`src/sv/ffcalc_pkg.sv`:
```
`default_nettype none
package ffcalc_pkg;

   localparam int VALUE_WIDTH = 32;
   localparam int OUT_WIDTH   = 32;
   localparam int CNT_WIDTH   = $clog2(VALUE_WIDTH);

   localparam logic [2:0] KEY_DIGIT  = 3'd0;
   localparam logic [2:0] KEY_CLEAR  = 3'd1;
   localparam logic [2:0] KEY_EQUALS = 3'd2;
   localparam logic [2:0] KEY_ADD    = 3'd3;
   localparam logic [2:0] KEY_DIVIDE = 3'd6;

   localparam logic [2:0] OP_NONE = 3'd0;
   localparam logic [2:0] OP_ADD  = 3'd1;
   localparam logic [2:0] OP_SUB  = 3'd2;
   localparam logic [2:0] OP_MUL  = 3'd3;
   localparam logic [2:0] OP_DIV  = 3'd4;

   typedef struct packed {
      logic [2:0] opcode;
      logic [3:0] digit;
   } req_type;

   typedef struct packed {
      logic signed [OUT_WIDTH-1:0] shown_value;
      logic [2:0]                  operator_waiting;
   } rsp_type;

   typedef struct packed {
      logic load_key;
      logic alu;
      logic div_start;
      logic div_step;
      logic div_fix;
      logic apply;
   } dp_cmd_type;

   typedef struct packed {
      logic need_comb;
      logic pend_div;
      logic div_last;
   } dp_sts_type;

endpackage
`default_nettype wire

```
`src/sv/four_function_calculator_keypad_unit.sv`:
```
`default_nettype none
// channel   valid       stall       payload
// key in    req_valid   req_stall   req_data  (req_type)
// result    rsp_valid   rsp_stall   rsp_data  (rsp_type)
//
// One key beat at a time. Every key passes through accept, decide and apply
// states, including add, subtract and multiply; a key that completes a
// pending divide also runs the one-bit-per-cycle restoring divider (32 steps
// plus sign fix) between decide and apply.
// Synchronous reset returns to zero entry, no operator, new number.
// A stalled result holds the next key's completion until it is taken.
module four_function_calculator_keypad_unit import ffcalc_pkg::*; (
   input  wire logic    clock,
   input  wire logic    reset,
   input  wire logic    req_valid,
   output logic         req_stall,
   input  wire req_type req_data,
   output logic         rsp_valid,
   input  wire logic    rsp_stall,
   output rsp_type      rsp_data
);

   dp_cmd_type cmd;
   dp_sts_type sts;

   ffcalc_ctrl u_ctrl (
      .clock     (clock),
      .reset     (reset),
      .req_valid (req_valid),
      .req_stall (req_stall),
      .rsp_valid (rsp_valid),
      .rsp_stall (rsp_stall),
      .cmd       (cmd),
      .sts       (sts)
   );

   ffcalc_dpath u_dpath (
      .clock    (clock),
      .reset    (reset),
      .req_data (req_data),
      .rsp_data (rsp_data),
      .cmd      (cmd),
      .sts      (sts)
   );

endmodule
`default_nettype wire

```
`src/sv/ffcalc_ctrl.sv`:
```
`default_nettype none
module ffcalc_ctrl import ffcalc_pkg::*; (
   input  wire logic       clock,
   input  wire logic       reset,
   input  wire logic       req_valid,
   output logic            req_stall,
   output logic            rsp_valid,
   input  wire logic       rsp_stall,
   output dp_cmd_type      cmd,
   input  wire dp_sts_type sts
);

   localparam logic [2:0] ST_IDLE    = 3'd0;
   localparam logic [2:0] ST_DECIDE  = 3'd1;
   localparam logic [2:0] ST_DIV_RUN = 3'd2;
   localparam logic [2:0] ST_DIV_FIX = 3'd3;
   localparam logic [2:0] ST_APPLY   = 3'd4;

   logic [2:0] state_ff, state_in;
   logic       rsp_valid_ff, rsp_valid_in;
   logic       out_free;

   assign out_free  = !rsp_valid_ff || !rsp_stall;
   assign req_stall = (state_ff != ST_IDLE);
   assign rsp_valid = rsp_valid_ff;

   always_comb begin
      state_in = state_ff;
      cmd      = '0;
      case (state_ff)
         ST_IDLE: begin
            if (req_valid) begin
               cmd.load_key = 1'b1;
               state_in     = ST_DECIDE;
            end
         end
         ST_DECIDE: begin
            if (!sts.need_comb) begin
               state_in = ST_APPLY;
            end else if (sts.pend_div) begin
               cmd.div_start = 1'b1;
               state_in      = ST_DIV_RUN;
            end else begin
               cmd.alu  = 1'b1;
               state_in = ST_APPLY;
            end
         end
         ST_DIV_RUN: begin
            cmd.div_step = 1'b1;
            if (sts.div_last) begin
               state_in = ST_DIV_FIX;
            end
         end
         ST_DIV_FIX: begin
            cmd.div_fix = 1'b1;
            state_in    = ST_APPLY;
         end
         ST_APPLY: begin
            if (out_free) begin
               cmd.apply = 1'b1;
               state_in  = ST_IDLE;
            end
         end
         default: begin
            state_in = ST_IDLE;
         end
      endcase
   end

   always_comb begin
      rsp_valid_in = rsp_valid_ff;
      if (rsp_valid_ff && !rsp_stall) begin
         rsp_valid_in = 1'b0;
      end
      if (cmd.apply) begin
         rsp_valid_in = 1'b1;
      end
   end

   always_ff @(posedge clock) begin
      if (reset) begin
         state_ff     <= ST_IDLE;
         rsp_valid_ff <= 1'b0;
      end else begin
         state_ff     <= state_in;
         rsp_valid_ff <= rsp_valid_in;
      end
   end

endmodule
`default_nettype wire

```
`src/sv/ffcalc_dpath.sv`:
```
`default_nettype none
module ffcalc_dpath import ffcalc_pkg::*; (
   input  wire logic       clock,
   input  wire logic       reset,
   input  wire req_type    req_data,
   output rsp_type         rsp_data,
   input  wire dp_cmd_type cmd,
   output dp_sts_type      sts
);

   localparam int W = VALUE_WIDTH;

   // architectural state
   logic [W-1:0] entry_ff, entry_in;
   logic [W-1:0] stored_ff, stored_in;
   logic [2:0]   pend_ff, pend_in;
   logic         newnum_ff, newnum_in;

   logic [2:0]   opcode_ff;
   logic [3:0]   digit_ff;
   logic [W-1:0] res_ff;
   rsp_type      rsp_ff;

   // divider
   logic [W-1:0]         rem_ff;
   logic [W-1:0]         quo_ff;
   logic [W-1:0]         dvs_ff;
   logic [CNT_WIDTH-1:0] cnt_ff;
   logic                 neg_ff;
   logic [W:0]           shifted;
   logic [W:0]           trial;

   logic         is_oper;
   logic [W-1:0] val;
   logic [W-1:0] mag_left;
   logic [W-1:0] mag_right;

   assign is_oper = opcode_ff inside {[KEY_ADD:KEY_DIVIDE]};

   always_comb begin
      sts.need_comb = (pend_ff != OP_NONE) &&
                      ((opcode_ff == KEY_EQUALS) || (is_oper && !newnum_ff));
      sts.pend_div  = (pend_ff == OP_DIV);
      sts.div_last  = (cnt_ff == CNT_WIDTH'(W - 1));
   end

   assign mag_left  = stored_ff[W-1] ? (W'(0) - stored_ff) : stored_ff;
   assign mag_right = entry_ff[W-1] ? (W'(0) - entry_ff) : entry_ff;
   assign shifted   = {rem_ff, quo_ff[W-1]};
   assign trial     = shifted - {1'b0, dvs_ff};
   assign val       = sts.need_comb ? res_ff : entry_ff;

   always_comb begin
      entry_in  = entry_ff;
      stored_in = stored_ff;
      pend_in   = pend_ff;
      newnum_in = newnum_ff;
      case (opcode_ff)
         KEY_DIGIT: begin
            if (newnum_ff) begin
               entry_in = W'(digit_ff);
            end else begin
               entry_in = (entry_ff << 3) + (entry_ff << 1) + W'(digit_ff);
            end
            newnum_in = 1'b0;
         end
         KEY_CLEAR: begin
            entry_in  = '0;
            stored_in = '0;
            pend_in   = OP_NONE;
            newnum_in = 1'b1;
         end
         KEY_EQUALS: begin
            entry_in  = val;
            pend_in   = OP_NONE;
            newnum_in = 1'b1;
         end
         default: begin
            if (is_oper) begin
               entry_in  = val;
               stored_in = val;
               pend_in   = 3'(opcode_ff - KEY_ADD + OP_ADD);
               newnum_in = 1'b1;
            end
         end
      endcase
   end

   always_ff @(posedge clock) begin
      if (reset) begin
         entry_ff  <= '0;
         stored_ff <= '0;
         pend_ff   <= OP_NONE;
         newnum_ff <= 1'b1;
      end else if (cmd.apply) begin
         entry_ff  <= entry_in;
         stored_ff <= stored_in;
         pend_ff   <= pend_in;
         newnum_ff <= newnum_in;
      end
   end

   always_ff @(posedge clock) begin
      if (cmd.load_key) begin
         opcode_ff <= req_data.opcode;
         digit_ff  <= req_data.digit;
      end
      if (cmd.apply) begin
         rsp_ff.shown_value      <= OUT_WIDTH'(signed'(entry_in));
         rsp_ff.operator_waiting <= pend_in;
      end
      if (cmd.alu) begin
         case (pend_ff)
            OP_ADD:  res_ff <= stored_ff + entry_ff;
            OP_SUB:  res_ff <= stored_ff - entry_ff;
            OP_MUL:  res_ff <= stored_ff * entry_ff;
            default: res_ff <= entry_ff;
         endcase
      end
      if (cmd.div_start) begin
         rem_ff <= '0;
         quo_ff <= mag_left;
         dvs_ff <= mag_right;
         cnt_ff <= '0;
         neg_ff <= stored_ff[W-1] ^ entry_ff[W-1];
      end
      if (cmd.div_step) begin
         if (!trial[W]) begin
            rem_ff <= trial[W-1:0];
         end else begin
            rem_ff <= shifted[W-1:0];
         end
         quo_ff <= {quo_ff[W-2:0], ~trial[W]};
         cnt_ff <= cnt_ff + CNT_WIDTH'(1);
      end
      if (cmd.div_fix) begin
         if (entry_ff == '0) begin
            res_ff <= stored_ff;
         end else if (neg_ff) begin
            res_ff <= W'(0) - quo_ff;
         end else begin
            res_ff <= quo_ff;
         end
      end
   end

   assign rsp_data = rsp_ff;

endmodule
`default_nettype wire
```
`config.mk`:
```
export PLATFORM = sky130hd
export DESIGN_NAME = four_function_calculator_keypad_unit
export DESIGN_NICKNAME = d
export VERILOG_FILES = /design/src/sv/ffcalc_pkg.sv /design/src/sv/four_function_calculator_keypad_unit.sv /design/src/sv/ffcalc_ctrl.sv /design/src/sv/ffcalc_dpath.sv
export SDC_FILE = /design/constraint.sdc
export NUM_CORES = 2
export LEC_CHECK = 0
export CORE_ASPECT_RATIO = 1.25
export CORE_MARGIN = 3
export CORE_UTILIZATION = 55
export DETAILED_ROUTE_END_ITERATION = 16
export DONT_BUFFER_PORTS = 1
export HOLD_SLACK_MARGIN = 0.06
export PLACE_DENSITY = 0.7
export SLEW_MARGIN = 20
export SYNTH_ARGS = -nofsm -noshare
export SYNTH_HDL_FRONTEND = slang
export SYNTH_SLANG_ARGS = --single-unit
export TNS_END_PERCENT = 1
```
`constraint.sdc`:
```
create_clock -name clock -period 23.1 [get_ports clock]
set_input_delay 5.775 -clock clock [delete_from_list [all_inputs] [get_ports clock]]
set_output_delay 5.775 -clock clock [all_outputs]
set_load 0.02 [all_outputs]
```
# After elaboration in Yosys (flattened, before gate mapping)
# Cells that the tools add are included.
[op_classes]
bitwise = 3
reduce_logical = 24
muxes = 42
shifts = 0
n_mul = 1
order_cmp = 2
addsub = 11
n_eq_ne = 14
div_mod_pow = 0
[ops]
columns = ["op", "n"]
rows = [
  ["$mux 32", 14],
  ["$pmux 32 s3", 2],
  ["$sub 1x32->32 const A", 3],
  ["$add 32x32->32", 2],
  ["$pmux 32 s2", 1],
  ["$sub 33x32->33", 1],
  ["$add 32x4->32", 1],
  ["$logic_not 32->1", 1],
  ["$mul 32x32->32", 1],
  ["$sub 32x32->32", 1],
  ["$mux 31", 1],
  ["$mux 3", 6],
  ["$eq 3x2->1 const B", 5],
  ["$pmux 3 s5", 1],
  ["$mux 1", 11],
  ["$mux 5", 2],
  ["$eq 3x1->1 const B", 3],
  ["$reduce_bool 3->1", 3],
  ["$reduce_bool 2->1", 4],
  ["$eq 3x3->1 const B", 2],
  ["$logic_not 3->1", 2],
  ["$pmux 3 s2", 1],
  ["$reduce_and 3->1", 2],
  ["$add 5x1->5 const B", 1],
  ["other kinds (16)", 26],
]
[totals]
ramBits = 0
regBits = 248
romBits = 0
output_inout_bits = 37
latch_bits = 0
mem_count = 0
wordCells = 114

# Logic depth before layout (Yosys ltp)
[depth]
depth_word = 9
ltp_mapped = 28

# Hierarchy
# Synthesis repeated with hierarchy kept, for this count alone.
[hier_totals]
hier_cells = 3822
hier_area_um2 = 34062.7
[modules_own_cells]
columns = ["module", "instances", "seq_area_each_um2", "cells_per_inst", "area_per_inst_um2"]
rows = [
  ["ffcalc_dpath", 1, 6646.4, 3796, 33840.0],
  ["ffcalc_ctrl", 1, 80.1, 26, 222.7],
]

# Worst setup path before layout
# OpenSTA, ideal clock, no wires.
[synth_path]
path_kind = "reg-to-reg"
from = "register u_dpath.entry_ff[7]"
to = "register u_dpath.res_ff[30] (data pin)"
required_time_ns = 22.837
path_stages_with_launch = 27
arrival_time_ns = 7.435
setup_ns = 0.263
period_less_slack_ns = 7.698
setup_slack_ns = 15.402
path_cell_list = "dfxtp_1 clkbuf_1 clkbuf_1 clkbuf_1 and2_1 fa_1 fa_1 fa_1 inv_1 fa_1 inv_1 fa_1 inv_1 fa_1 inv_1 fa_1 fa_1 ha_1 a21o_1 a21oi_1 or4b_2 o21bai_1 o21ai_0 a31o_2 and4b_1 o21ai_0 a31oi_1"
[synth_between]
elab_chain_len = 4
[synth_rtl]
columns = ["item", "line", "text"]
rows = [
  ["start: declaration", "ffcalc_dpath.sv:14", "logic [W-1:0] entry_ff, entry_in;"],
  ["start signal: assignment", "ffcalc_dpath.sv:96", "entry_ff <= entry_in;"],
  ["$mul 32x32->32 (tied with other cells)", "ffcalc_dpath.sv:116", "OP_MUL: res_ff <= stored_ff * entry_ff;"],
  ["$pmux 32 s3", "ffcalc_dpath.sv:113", "case (pend_ff)"],
  ["$mux 32", "ffcalc_dpath.sv:112", "if (cmd.alu) begin"],
  ["$mux 32 (*)", "ffcalc_dpath.sv:136", "if (cmd.div_fix) begin"],
  ["end signal: assignment", "ffcalc_dpath.sv:114", "OP_ADD: res_ff <= stored_ff + entry_ff;"],
  ["end signal: assignment", "ffcalc_dpath.sv:116", ""],
  ["end signal: assignment", "ffcalc_dpath.sv:117", "default: res_ff <= entry_ff;"],
  ["end: declaration", "ffcalc_dpath.sv:21", "logic [W-1:0] res_ff;"],
]
# Mark *: on every way between the ends. The rest lies on a longest branch, timed or not. The select of a mux whose other input is x is not followed.
# A chain may end at the register's enable or synchronous reset.

# Worst setup path after layout
[layout_path]
from = "register u_dpath.stored_ff[7]"
to = "register u_dpath.res_ff[30] (data pin)"
[layout_between]
elab_chain_len = 4
[layout_rtl]
columns = ["item", "line", "text"]
rows = [
  ["start: declaration", "ffcalc_dpath.sv:15", "logic [W-1:0] stored_ff, stored_in;"],
  ["start signal: assignment", "ffcalc_dpath.sv:97", "stored_ff <= stored_in;"],
  ["$mul 32x32->32 (tied with other cells)", "ffcalc_dpath.sv:116", ""],
  ["$pmux 32 s3 (*)", "ffcalc_dpath.sv:113", ""],
  ["$mux 32 (*)", "ffcalc_dpath.sv:112", ""],
  ["$mux 32 (*)", "ffcalc_dpath.sv:136", ""],
]
# Marks and branches as above.

==> results by group <==
Outcome
  • Status: finished clean

Clock network
  • Post-CTS Repair Setup Buffers: 0
  • H-tree depth: 1
  • CTS tree: yes
  • Clock-pin slew on the worst setup and hold paths: 0.06 ns
  • CTS buffer count: 28
  • Root buffer cell: clkbuf_16
  • Clock Path Buffers: 3
  • Worst skew pair latency: 0.58 ns
  • Post-CTS Hold Fix Bufs: 0
  • Clock sinks: 248
  • CTS-repair resized insts: 0

Synth
  • Synth warn: 0
  • Syn Nets: 4554
  • Gate Count Post-Synth: 3879
  • Post-synth EDFFs: 176
  • Unique masters post-synth: 82
  • Average size of a mapped cell: 8.83 um2
  • Seq/Total Area, Yosys: 19.6%
  • Synth Register Bits: 248
  • Synth Flop Type: edfxtp_1
  • Asr flop ratio synth: 0%
  • Mapped cell area: 34300 um2

Setup path
  • Worst Setup End Kind: register
  • Worst EP arrival: 8.52 ns
  • Reg2reg path depth: 25
  • Max incr delay on CP: 0.74 ns
  • Critical Path Fanout Max: 20
  • CP max stage cell: dfxtp_1
  • CP Launch Type: register
  • Reg2Reg Launch Point: u_dpath.stored_ff[7]$_SDFFE_PP0P_
  • Crit path top cell by count: fa_1
  • Reg2reg end: u_dpath.res_ff[30]$_DFFE_PP_
  • Critical path class: reg -> reg
  • Data required time of the worst path: 23.41 ns
  • Reg2reg setup slack: 14.88 ns

Place
  • Hpwl dp: 74100 um
  • Placed cells: 4529
  • DP Worst Slack: 14.92 ns
  • PortBufs: 0
  • Placer congestion estimate: 0.944
  • Placed cell area: 35000 um2

Timing
  • Clock Skew: 0.0185 ns
  • Worst-margin pin slew: 1.12 ns
  • F_max: 122 MHz
  • Final Slew Violations: 0
  • Final period demand of the worst path: 8.22 ns
  • Fin. Hold Viols: 0
  • Period utilisation layout: 35.6%
  • Final setup fails: 0
  • Total negative slack: 0 ns
  • Slew margin rel.: 25.2%
  • Worst Hold Slack: 0.529 ns
  • Worst Slack Setup Final: 14.88 ns
  • RSZ-0062 raised after global routing: no

Route
  • Final wirelength: 104000 um
  • Drt wl/cell: 22.6 um
  • # DRC: 0
  • Drt first pass iters: 6
  • Final ANT Viol Nets: 0
  • First DRT Iteration DRCs: 2451
  • Vias: 28100
  • Vias per cell: 6.14

Die
  • Core area: 61200 um2
  • Die Area: 65400 um2
  • Io pins: 48
  • Die Ht: 285 um
  • Placement Rows: 101
  • Initial core utilization: 56.0%
  • Die W: 229 um

Power and ir drop
  • Leakage: 15.9 nW
  • Combinational share of power: 19.4%
  • Sw Pwr: 0.000372 W
  • Cell Int Power: 0.000842 W
  • Sequential share of power: 40.4%
  • Max VDD drop: 0.0479 mV
  • Clock Power Share: 40.2%
  • Switching share of power: 30.6%
  • Cell area power density: 33.8 nW/um2

Worst hold path
  • Hold Path Stages: 1
  • Hold Crit Class: reg -> reg
  • Min-delay src: u_ctrl.state_ff[0]$_SDFFE_PP0P_
  • Worst Hold End: u_ctrl.state_ff[0]$_SDFFE_PP0P_

Final layout
  • Commonest non-fill, non-tap cells in the layout: inv_1, nand2_1, fa_1, and2_1, ha_1
  • Layout Cells excl Fill: 4583
  • Fin nets: 4410
  • Ratio of cells with drive above 1 in the final layout: 4.98%
  • Synthesis-to-finish area growth: 4.96%
  • Post-Layout Inst Area: 36000 um2
  • Most common library cell in the layout ignoring fill and taps: inv_1

Global route
  • GRT Util Overall: 32.1%
  • First-pass GRT wire length: 164000 um
  • Initial antenna violation count: 2
  • Pin count of the biggest net entering global routing: 71
  • Vias in the first global route: 28900
  • GRT overflow: 0

Job
  • Max-Cap Viols: 0
## power groups by stage
stage	clock network (W)	logic, W	registers, W
final	0.000488	0.000236	0.000490
after global routing	0.000511	0.000254	0.000490
after CTS	0.000493	0.000230	0.000490
after detailed placement	0	0.000228	0.000499
after global placement	0	0.000227	0.000499
after floorplan	0	0.000172	0.000496
## state kept, by name, summed over array words and instances, names as in the netlist
signal,flops
u_dpath.stored_ff,32
u_dpath.entry_ff,32
u_dpath.rem_ff,32
u_dpath.cnt_ff,5
u_ctrl.rsp_valid,1
u_dpath.newnum_ff,1
u_dpath.digit_ff,4
u_dpath.quo_ff,32
u_dpath.rsp_data,35
u_dpath.dvs_ff,32
u_dpath.opcode_ff,3
u_dpath.pend_ff,3
u_dpath.res_ff,32
u_dpath.neg_ff,1
u_ctrl.state_ff,3
## through the flow
step                      utilization [%]  total power [W]
after floorplan                         -         0.000667
after global placement               57.1         0.000726
after detailed placement             57.1         0.000728
after CTS                            58.8          0.00121
after global routing                 58.8          0.00126
final                                58.8          0.00121
## cell type report
type                    instances  area, um2
fillers                      5496      25200
multi-input cells            2923      24900
flip-flops and latches        248       6730
inverters                     451       1690
well taps                     824       1030
clock buffers                  34        830
repair buffers                 83        623
clock inverters                18        180
diodes                          2       5.00
## kinds of logic (layout without fill, tap and decap cells)
group | after synthesis | after routing | share of synthesized area (%)
AO/OA/AOI/OAI | 696 | 696 | 12.9
XOR/XNOR | 275 | 275 | 7.03
adder cells (fa/ha/maj) | 664 | 664 | 33.3
buffers and inverters | 708 | 586 | 7.91
flip-flops | 248 | 248 | 19.6
multiplexers | 48 | 48 | 1.41
other | 0 | 2 | 0
AND/OR/NAND/NOR | 1240 | 1240 | 17.8
## synth_stat cells, types with 52 or more instances
| library cell | n | share of area [%] |
|---|---|---|
| fa_1 | 412 | 24 |
| nand2_1 | 425 | 4.7 |
| a21o_1 | 52 | 1.1 |
| inv_1 | 451 | 4.9 |
| xor2_1 | 116 | 3.0 |
| ha_1 | 252 | 9.2 |
| a21oi_1 | 215 | 3.1 |
| nor2_1 | 225 | 2.5 |
| clkbuf_1 | 226 | 2.5 |
| o21ai_0 | 151 | 2.2 |
| xnor2_1 | 159 | 4.1 |
| edfxtp_1 | 176 | 15 |
| and2_1 | 317 | 5.8 |
| dfxtp_1 | 72 | 4.2 |
## layer usage
metal  part of all wire, %  global-route usage, %  wire (um)  vias up
met2                    48                   54.2      49300     1313
met3                   8.2                   4.81       8490      368
met1                    38                   40.1      39700    14000
met4                   5.9                   16.5       6150        2
met5                 0.013                      0         13        -
li1                      -                      -          -    12500
## how the worst max path moves through the flow
stage,startpoint,end,cells after the start
after floorplan,u_dpath.entry_ff[7]$_SDFFE_PP0P_,u_dpath.res_ff[30]$_DFFE_PP_,26
after global placement,u_dpath.stored_ff[7]$_SDFFE_PP0P_,u_dpath.res_ff[30]$_DFFE_PP_,25
after detailed placement,u_dpath.stored_ff[7]$_SDFFE_PP0P_,u_dpath.res_ff[30]$_DFFE_PP_,25
after CTS,u_dpath.stored_ff[7]$_SDFFE_PP0P_,u_dpath.res_ff[30]$_DFFE_PP_,25
after global routing,u_dpath.entry_ff[7]$_SDFFE_PP0P_,u_dpath.res_ff[30]$_DFFE_PP_,23
final,u_dpath.stored_ff[7]$_SDFFE_PP0P_,u_dpath.res_ff[30]$_DFFE_PP_,25
## critical path, delay by kind of cell (launching register included)
family                   cells  cell delay [ns]
AND/OR/NAND/NOR              3             0.89
buffers and inverters        6             0.75
adder cells (fa/ha/maj)      9             4.03
flip-flops                   1             0.74
AO/OA/AOI/OAI                7             1.52
Power figures use the tool's default switching activity.
